`src/hw/rtl/lkvc_pkg.sv`:
```
// lkvc_pkg: shared constants and controller/datapath link types for the
// LRU key/value cache core. No dependencies.
`default_nettype none

package lkvc_pkg;

  localparam int DEF_ENTRIES    = 16;
  localparam int DEF_KEY_BITS   = 32;
  localparam int DEF_VALUE_BITS = 32;

  localparam int          CAP_BITS  = 5;
  localparam logic [4:0]  CAP_RESET = 5'd16;

  localparam logic FUNC_GET = 1'b0;
  localparam logic FUNC_PUT = 1'b1;

  // controller -> datapath
  typedef struct packed {
    logic load;    // capture request
    logic decide;  // register lookup outcome
    logic commit;  // write back entry state, load result
  } ctrl_cmd_t;

  // datapath -> controller
  typedef struct packed {
    logic out_busy;  // result register holds a transaction not yet taken
  } dp_stat_t;

endpackage

`default_nettype wire

```
`src/hw/rtl/lkvc_ctrl.sv`:
```
// lkvc_ctrl: request sequencer (idle, lookup, update) for the LRU cache.
// Depends on lkvc_pkg.
`default_nettype none

module lkvc_ctrl (
  input  wire logic              clk,
  input  wire logic              rst_n,
  input  wire logic              in_valid,
  output logic                   in_ready,
  input  wire lkvc_pkg::dp_stat_t stat,
  output lkvc_pkg::ctrl_cmd_t    cmd
);

  localparam logic [1:0] ST_IDLE = 2'd0;
  localparam logic [1:0] ST_LOOK = 2'd1;
  localparam logic [1:0] ST_UPD  = 2'd2;

  logic [1:0] state_r, state_nxt;
  logic       commit;

  assign commit   = (state_r == ST_UPD) && !stat.out_busy;
  // the next request is taken in the same cycle as the write-back
  assign in_ready = (state_r == ST_IDLE) || commit;

  assign cmd.load   = in_valid && in_ready;
  assign cmd.decide = (state_r == ST_LOOK);
  assign cmd.commit = commit;

  always_comb begin
    state_nxt = state_r;
    case (state_r)
      ST_IDLE: begin
        if (in_valid) state_nxt = ST_LOOK;
      end
      ST_LOOK: begin
        state_nxt = ST_UPD;
      end
      ST_UPD: begin
        if (commit) state_nxt = in_valid ? ST_LOOK : ST_IDLE;
      end
      default: begin
        state_nxt = ST_IDLE;
      end
    endcase
  end

  always_ff @(posedge clk) begin
    if (!rst_n) state_r <= ST_IDLE;
    else        state_r <= state_nxt;
  end

endmodule

`default_nettype wire

```
`src/hw/rtl/lkvc_datapath.sv`:
```
// lkvc_datapath: entry lanes (key, value, valid, rank), parallel compare,
// victim and free-slot selection, capacity register and result register.
// Depends on lkvc_pkg.
`default_nettype none

module lkvc_datapath #(
  parameter int ENTRIES    = lkvc_pkg::DEF_ENTRIES,
  parameter int KEY_BITS   = lkvc_pkg::DEF_KEY_BITS,
  parameter int VALUE_BITS = lkvc_pkg::DEF_VALUE_BITS,
  localparam int CW        = $clog2(ENTRIES + 1)
) (
  input  wire logic                          clk,
  input  wire logic                          rst_n,
  input  wire lkvc_pkg::ctrl_cmd_t           cmd,
  output lkvc_pkg::dp_stat_t                 stat,
  input  wire logic                          cfg_wr_en,
  input  wire logic [lkvc_pkg::CAP_BITS-1:0] cfg_wr_data,
  input  wire logic                          in_func,
  input  wire logic [KEY_BITS-1:0]           in_key,
  input  wire logic [VALUE_BITS-1:0]         in_value,
  output logic                               out_valid,
  input  wire logic                          out_ready,
  output logic                               out_hit,
  output logic [VALUE_BITS-1:0]              out_read_value,
  output logic [CW-1:0]                      out_occupancy,
  output logic                               out_evicted,
  output logic [KEY_BITS-1:0]                out_evicted_key
);

  localparam int IW = (ENTRIES > 1) ? $clog2(ENTRIES) : 1;
  localparam int RW = IW;
  localparam int MW = (CW > lkvc_pkg::CAP_BITS) ? CW : lkvc_pkg::CAP_BITS;

  // entry lanes
  logic [KEY_BITS-1:0]   ent_key_r [ENTRIES];
  logic [VALUE_BITS-1:0] ent_val_r [ENTRIES];
  logic [ENTRIES-1:0]    ent_vld_r;
  logic [RW-1:0]         ent_rank_r [ENTRIES];
  logic [CW-1:0]         count_r;
  logic [lkvc_pkg::CAP_BITS-1:0] cap_r;

  // captured request
  logic                  req_func_r;
  logic [KEY_BITS-1:0]   req_key_r;
  logic [VALUE_BITS-1:0] req_val_r;

  // lookup outcome
  logic                  act_r, hit_r, wkey_r, wval_r, alloc_r, ev_r;
  logic [IW-1:0]         tgt_idx_r;
  logic [RW-1:0]         tgt_rank_r;
  logic [VALUE_BITS-1:0] rd_r;
  logic [KEY_BITS-1:0]   evkey_r;

  // result register
  logic                  out_vld_r;
  logic                  o_hit_r, o_ev_r;
  logic [VALUE_BITS-1:0] o_rd_r;
  logic [CW-1:0]         o_occ_r;
  logic [KEY_BITS-1:0]   o_evkey_r;

  // lookup combinational
  logic [ENTRIES-1:0]    match, victim;
  logic                  hit, free_any, full;
  logic [IW-1:0]         hit_idx, vic_idx, free_idx;
  logic [RW-1:0]         hit_rank, vic_rank;
  logic [VALUE_BITS-1:0] hit_val;
  logic [KEY_BITS-1:0]   vic_key;
  logic [CW-1:0]         lru_rank;
  logic [MW-1:0]         cap_ext, cap_eff;
  logic [CW-1:0]         count_nxt;

  assign lru_rank = count_r - CW'(1);
  assign cap_ext  = MW'(cap_r);
  assign cap_eff  = (cap_ext == '0) ? MW'(1) :
                    (cap_ext > MW'(ENTRIES)) ? MW'(ENTRIES) : cap_ext;
  assign full     = MW'(count_r) >= cap_eff;

  always_comb begin
    for (int i = 0; i < ENTRIES; i++) begin
      match[i]  = ent_vld_r[i] && (ent_key_r[i] == req_key_r);
      victim[i] = ent_vld_r[i] && (CW'(ent_rank_r[i]) == lru_rank);
    end
  end

  // lowest matching lane, lowest free lane; the victim is unique among valid ranks
  always_comb begin
    hit      = 1'b0;
    free_any = 1'b0;
    hit_idx  = '0;
    vic_idx  = '0;
    free_idx = '0;
    hit_val  = '0;
    vic_key  = '0;
    hit_rank = '0;
    vic_rank = '0;
    for (int i = ENTRIES - 1; i >= 0; i--) begin
      if (match[i]) begin
        hit     = 1'b1;
        hit_idx = IW'(i);
      end
      if (victim[i]) vic_idx = IW'(i);
      if (!ent_vld_r[i]) begin
        free_any = 1'b1;
        free_idx = IW'(i);
      end
    end
    for (int i = 0; i < ENTRIES; i++) begin
      if (hit_idx == IW'(i)) begin
        hit_val  = ent_val_r[i];
        hit_rank = ent_rank_r[i];
      end
      if (vic_idx == IW'(i)) begin
        vic_key  = ent_key_r[i];
        vic_rank = ent_rank_r[i];
      end
    end
  end

  always_ff @(posedge clk) begin
    if (cmd.load) begin
      req_func_r <= in_func;
      req_key_r  <= in_key;
      req_val_r  <= in_value;
    end
  end

  always_ff @(posedge clk) begin
    if (!rst_n) begin
      act_r <= 1'b0;
    end else if (cmd.decide) begin
      act_r <= hit || (req_func_r == lkvc_pkg::FUNC_PUT);
    end
  end

  always_ff @(posedge clk) begin
    if (cmd.decide) begin
      hit_r      <= hit;
      rd_r       <= (hit && req_func_r == lkvc_pkg::FUNC_GET) ? hit_val : '0;
      wval_r     <= req_func_r == lkvc_pkg::FUNC_PUT;
      wkey_r     <= !hit;
      alloc_r    <= !hit && !full && free_any;
      ev_r       <= !hit && req_func_r == lkvc_pkg::FUNC_PUT && full;
      evkey_r    <= (!hit && full) ? vic_key : '0;
      if (hit) begin
        tgt_idx_r  <= hit_idx;
        tgt_rank_r <= hit_rank;
      end else if (full) begin
        tgt_idx_r  <= vic_idx;
        tgt_rank_r <= vic_rank;
      end else begin
        tgt_idx_r  <= free_idx;
        tgt_rank_r <= '0;
      end
    end
  end

  assign count_nxt = count_r + CW'(alloc_r);

  // write-back: target lane becomes most recent, more recent lanes age by one
  always_ff @(posedge clk) begin
    if (!rst_n) begin
      ent_vld_r <= '0;
      count_r   <= '0;
      for (int i = 0; i < ENTRIES; i++) ent_rank_r[i] <= '0;
    end else if (cmd.commit && act_r) begin
      count_r <= count_nxt;
      for (int i = 0; i < ENTRIES; i++) begin
        if (tgt_idx_r == IW'(i)) begin
          ent_rank_r[i] <= '0;
          if (alloc_r) ent_vld_r[i] <= 1'b1;
        end else if (ent_vld_r[i] && (alloc_r || ent_rank_r[i] < tgt_rank_r)) begin
          ent_rank_r[i] <= ent_rank_r[i] + RW'(1);
        end
      end
    end
  end

  always_ff @(posedge clk) begin
    if (cmd.commit && act_r) begin
      for (int i = 0; i < ENTRIES; i++) begin
        if (tgt_idx_r == IW'(i)) begin
          if (wkey_r) ent_key_r[i] <= req_key_r;
          if (wval_r) ent_val_r[i] <= req_val_r;
        end
      end
    end
  end

  always_ff @(posedge clk) begin
    if (!rst_n)         cap_r <= lkvc_pkg::CAP_RESET;
    else if (cfg_wr_en) cap_r <= cfg_wr_data;
  end

  always_ff @(posedge clk) begin
    if (!rst_n)             out_vld_r <= 1'b0;
    else if (cmd.commit)    out_vld_r <= 1'b1;
    else if (out_ready)     out_vld_r <= 1'b0;
  end

  always_ff @(posedge clk) begin
    if (cmd.commit) begin
      o_hit_r   <= act_r && hit_r;
      o_rd_r    <= act_r ? rd_r : '0;
      o_occ_r   <= act_r ? count_nxt : count_r;
      o_ev_r    <= act_r && ev_r;
      o_evkey_r <= (act_r && ev_r) ? evkey_r : '0;
    end
  end

  assign stat.out_busy   = out_vld_r && !out_ready;
  assign out_valid       = out_vld_r;
  assign out_hit         = o_hit_r;
  assign out_read_value  = o_rd_r;
  assign out_occupancy   = o_occ_r;
  assign out_evicted     = o_ev_r;
  assign out_evicted_key = o_evkey_r;

endmodule

`default_nettype wire

```
`src/hw/rtl/lru_key_value_cache_core.sv`:
```
// lru_key_value_cache_core: top level of the fully associative LRU cache.
// Instantiates lkvc_ctrl and lkvc_datapath; depends on lkvc_pkg.
//
//   port group  dir  handshake           carries
//   in_*        in   in_valid/in_ready   func, key, value
//   out_*       out  out_valid/out_ready hit, read_value, occupancy, evicted, evicted_key
//   cfg_*       in   cfg_wr_en           capacity (5 bits)
//
// Each transaction passes a lookup state (parallel key compare and
// victim/free-slot pick) and an update state (rank and entry write-back,
// during which the next transaction is taken). out_valid rises when the
// result register is loaded at write-back, after the lookup state.
// A stalled result register holds the write-back and so in_ready.
// Reset (rst_n low, synchronous) empties the cache and sets capacity to 16.
`default_nettype none

module lru_key_value_cache_core #(
  parameter int ENTRIES    = lkvc_pkg::DEF_ENTRIES,
  parameter int KEY_BITS   = lkvc_pkg::DEF_KEY_BITS,
  parameter int VALUE_BITS = lkvc_pkg::DEF_VALUE_BITS,
  localparam int CW        = $clog2(ENTRIES + 1)
) (
  input  wire logic                          clk,
  input  wire logic                          rst_n,
  input  wire logic                          cfg_wr_en,
  input  wire logic [lkvc_pkg::CAP_BITS-1:0] cfg_wr_data,
  input  wire logic                          in_valid,
  output logic                               in_ready,
  input  wire logic                          in_func,
  input  wire logic [KEY_BITS-1:0]           in_key,
  input  wire logic [VALUE_BITS-1:0]         in_value,
  output logic                               out_valid,
  input  wire logic                          out_ready,
  output logic                               out_hit,
  output logic [VALUE_BITS-1:0]              out_read_value,
  output logic [CW-1:0]                      out_occupancy,
  output logic                               out_evicted,
  output logic [KEY_BITS-1:0]                out_evicted_key
);

  lkvc_pkg::ctrl_cmd_t cmd;
  lkvc_pkg::dp_stat_t  stat;

  lkvc_ctrl u_ctrl (
    .clk      (clk),
    .rst_n    (rst_n),
    .in_valid (in_valid),
    .in_ready (in_ready),
    .stat     (stat),
    .cmd      (cmd)
  );

  lkvc_datapath #(
    .ENTRIES    (ENTRIES),
    .KEY_BITS   (KEY_BITS),
    .VALUE_BITS (VALUE_BITS)
  ) u_dp (
    .clk             (clk),
    .rst_n           (rst_n),
    .cmd             (cmd),
    .stat            (stat),
    .cfg_wr_en       (cfg_wr_en),
    .cfg_wr_data     (cfg_wr_data),
    .in_func         (in_func),
    .in_key          (in_key),
    .in_value        (in_value),
    .out_valid       (out_valid),
    .out_ready       (out_ready),
    .out_hit         (out_hit),
    .out_read_value  (out_read_value),
    .out_occupancy   (out_occupancy),
    .out_evicted     (out_evicted),
    .out_evicted_key (out_evicted_key)
  );

endmodule

`default_nettype wire

```
`config.mk`:
```
export PLATFORM = sky130hd
export DESIGN_NAME = lru_key_value_cache_core
export DESIGN_NICKNAME = d
export VERILOG_FILES = /design/src/hw/rtl/lkvc_pkg.sv /design/src/hw/rtl/lkvc_ctrl.sv /design/src/hw/rtl/lkvc_datapath.sv /design/src/hw/rtl/lru_key_value_cache_core.sv
export SDC_FILE = /design/constraint.sdc
export NUM_CORES = 2
export LEC_CHECK = 0
export BUFFER_PORTS_ARGS = -buffer_cell sky130_fd_sc_hd__buf_2
export CAP_MARGIN = 20
export CORE_MARGIN = 2
export CORE_UTILIZATION = 40
export DETAILED_ROUTE_END_ITERATION = 10
export GPL_TIMING_DRIVEN = 0
export PLACE_DENSITY = 0.51
export SETUP_SLACK_MARGIN = 0.4
export SYNTH_ARGS = -nofsm -noshare
export SYNTH_HDL_FRONTEND = slang
export SYNTH_SLANG_ARGS = --single-unit
```
`constraint.sdc`:
```
create_clock -name clk -period 7.37 [get_ports clk]
set_clock_uncertainty 0.15 [all_clocks]
set_input_delay 1.1055 -clock clk [delete_from_list [all_inputs] [get_ports clk]]
set_output_delay 1.1055 -clock clk [all_outputs]
set_load 0.1 [all_outputs]
```
==> reports/summary.txt <==
outcome: completed
cell area after synthesis: 63,200 um2
final WL: 270,000 um
Worst IR Drop VDD: 216 uV
Yosys cell types: 104
DRT antenna net count: 0
DR vias/cell: 6.26
Hold Startpoint: in_value[2]
Yosys warnings: 0
syn_nets: 5,008
Synth Register Bits: 1,331
first-pass GRT wire length: 364,000 um
filler cell count: 14,100
io pins: 148
Synth Flop Type: edfxtp_1
DRT iter0 DRCs: 7,522
P per Cell Area: 227 nW/um2
Critical Path RT: 7740 ps
antenna violations before repair: 15
hold_ws: 312 ps
clock slew at reported path FFs: 60 ps
routed vias: 46,700
Initial Util: 0.404
H-Tree Level Count: 4
RSZ-0062 raised after global routing: true
Pwr Total: 16.6 mW
static leakage power: 25.2 nW
area leader, netlist: edfxtp_1
final slew viol count: 0
Fmax: 140 MHz
final core occ: 0.467
CTS Buf Count: 151
WS Path Type: flip-flop to flip-flop
clock sinks: 1,331
Worst-Skew Late Latency: 810 ps
Crit Path Max Fanout: 10
Worst Path Arrival: 7490 ps
critical path launch point: u_dp.count_r[0]
Seq/Total Area, Yosys: 0.628
clk buf depth: 3
DP Wirelength: 208,000 um
Hold Path Class: input pin to flip-flop
most instantiated library cell after synthesis: edfxtp_1
Tcrit/Tclk final: 0.966
top cells by count, synth: edfxtp_1, xor2_1, nand2_1
die height: 402 um
synthesis-to-layout area growth: 15.7%
Net count, final: 5,425
overall routing resource usage: 0.329
GPL Wtd Cong: 1.02
num rows: 145
die width: 402 um
drt first pass iters: 8
largest net degree at the start of global routing: 55
DRC: 0
startpoint types: flip-flop
top cell type's share of synthesized area: 0.618
leading post-synthesis cells by cell area: edfxtp_1, xor2_1, nand2_1, xnor2_1, nor4_1
Crit. End Element: flip-flop
Hold Violations, Final: 0
root buf cell: clkbuf_16
core area: 157,000 um2
syn avg cell area: 13.0 um2
vias in the first global route: 43,300
I/O Buffers: 145
max cap viols: 0
CTS tree: done
r2r startpoint: u_dp.count_r[0]
Post-Synthesis Cells: 4,861
share of cells above drive strength 1: 0.144
Final min period: 7120 ps
Final Setup Violations: 0
Wirelength per Cell: 36.3 um
worst rel slew slack: 0.212
Least-Margin Pin Slew: 1180 ps
die area: 161,000 um2
Async S/R FF share, synth: 0
overflow left after global routing: 0
EDFF count, synth: 1,301
==> logic make-up after synthesis <==
family | share of synthesized area
buffers and inverters | 0.0268
AND/OR/NAND/NOR | 0.122
AO/OA/AOI/OAI | 0.103
flip-flops | 0.628
multiplexers | 0.0175
adder cells (fa/ha/maj) | 0.0143
XOR/XNOR | 0.0887
==> layout by cell type (no fill, tap or decap), types with 21 or more instances in the layout <==
cell type  count
o21ai_1       36
inv_1         53
nand4_1       82
a211oi_1      21
clkinv_1      36
o211ai_1      24
o22ai_1       79
a31oi_1       40
xor2_1       435
a222oi_1      29
buf_12        50
clkbuf_16    156
clkbuf_1     138
nor4_1       178
a21o_1        35
edfxtp_1    1301
and2_1        47
and3_1        62
nand2_1      405
and2_2        32
a22oi_1       37
buf_4         88
nand2b_1      38
xnor2_1      160
nor2_1       238
a21oi_1      168
mux2i_1      105
nor2b_1       38
buf_6         24
nand3_1      141
o21ai_0      125
buf_2        250
ha_1          72
dfxtp_1       30
o221ai_1      65
nor3_1        87
a211o_1       22
a221oi_1      27
a221o_1       21
==> final cells by class <==
cell class | instances | area, um2 | share of cell area
inverter | 53 | 199 | 0.00272
multi-input combinational | 3195 | 22100 | 0.303
clock buffer | 196 | 4070 | 0.0557
timing repair buffer | 264 | 2370 | 0.0324
tap | 2058 | 2570 | 0.0352
buffer | 282 | 1530 | 0.0209
sequential | 1331 | 39700 | 0.543
clock inverter | 70 | 533 | 0.00729
antenna | 3 | 7.51 | 0.000103
==> report_power, final <==
group          internal (mW)  switching [mW]  leakage [nW]
Clock                   4.01            3.23          2.23
Sequential              8.38           0.126          12.2
Combinational          0.254           0.625          10.8
==> routing by layer <==
| layer | GRT usage | wire length, um | vias to the layer above |
|---|---|---|---|
| li1 | - | - | 19600 |
| met1 | 0.502 | 121000 | 23900 |
| met2 | 0.455 | 110000 | 2906 |
| met3 | 0.0909 | 32400 | 334 |
| met4 | 0.0824 | 6880 | 2 |
| met5 | 0 | 17 | - |
==> registers in the layout, summed over array words and instances, names as in the netlist, 2 cells and up <==
signal and flops:
u_ctrl.state_r 2, u_dp.cap_ext 5, u_dp.count_r 5, u_dp.ent_key_r 512, u_dp.ent_rank_r 64, u_dp.ent_val_r 512, u_dp.ent_vld_r 16, u_dp.evkey_r 32
u_dp.out_evicted_key 32, u_dp.out_occupancy 5, u_dp.out_read_value 32, u_dp.rd_r 32, u_dp.req_key_r 32, u_dp.req_val_r 32, u_dp.tgt_idx_r 4, u_dp.tgt_rank_r 4
==> per-stage QoR <==
stage / cells / setup WS, ps / instance area [um2] / setup TNS (ps)
2_1_floorplan: 4861 / 844 / 63200 / 0
3_3_place_gp: 7064 / -2630 / 66500 / -2119360
3_5_place_dp: 7110 / -776 / 67300 / -4740
4_1_cts: 7403 / 382 / 72400 / 0
5_1_grt: 7449 / 386 / 73100 / 0
6_report: 7452 / 251 / 73100 / 0
==> worst paths after layout <==
kind	end	slack [ps]	depth (start not counted)
setup / recovery	u_dp.evkey_r[9]	250	19
hold / removal	u_dp.req_val_r[2]	310	1
setup reg to reg	u_dp.evkey_r[9]	250	19
hold reg to reg	u_dp.out_valid	360	2
==> critical path: stages (launching register included) <==
cell,delay (ps)
dfxtp_1,330
buf_4,270
clkbuf_4,370
inv_1,150
ha_1,290
nor3b_2,210
xor2_2,460
clkbuf_4,440
nor4b_2,130
clkdlybuf4s18_2,300
nor4_4,540
nand2_1,350
nor4_1,520
buf_2,290
nand2_1,210
clkbuf_1,560
o22ai_2,430
nor4_1,130
a222oi_1,570
nor2_1,120
==> what timing repair did <==
item | in CTS | in global routing
buffers inserted | 27 | 40
hold buffers | 0 | 0
endpoints found under the setup margin | 59 | 62
resized for setup | 30 | 37
pin swaps | 1 | 1
(Power assumes the default switching activity.)
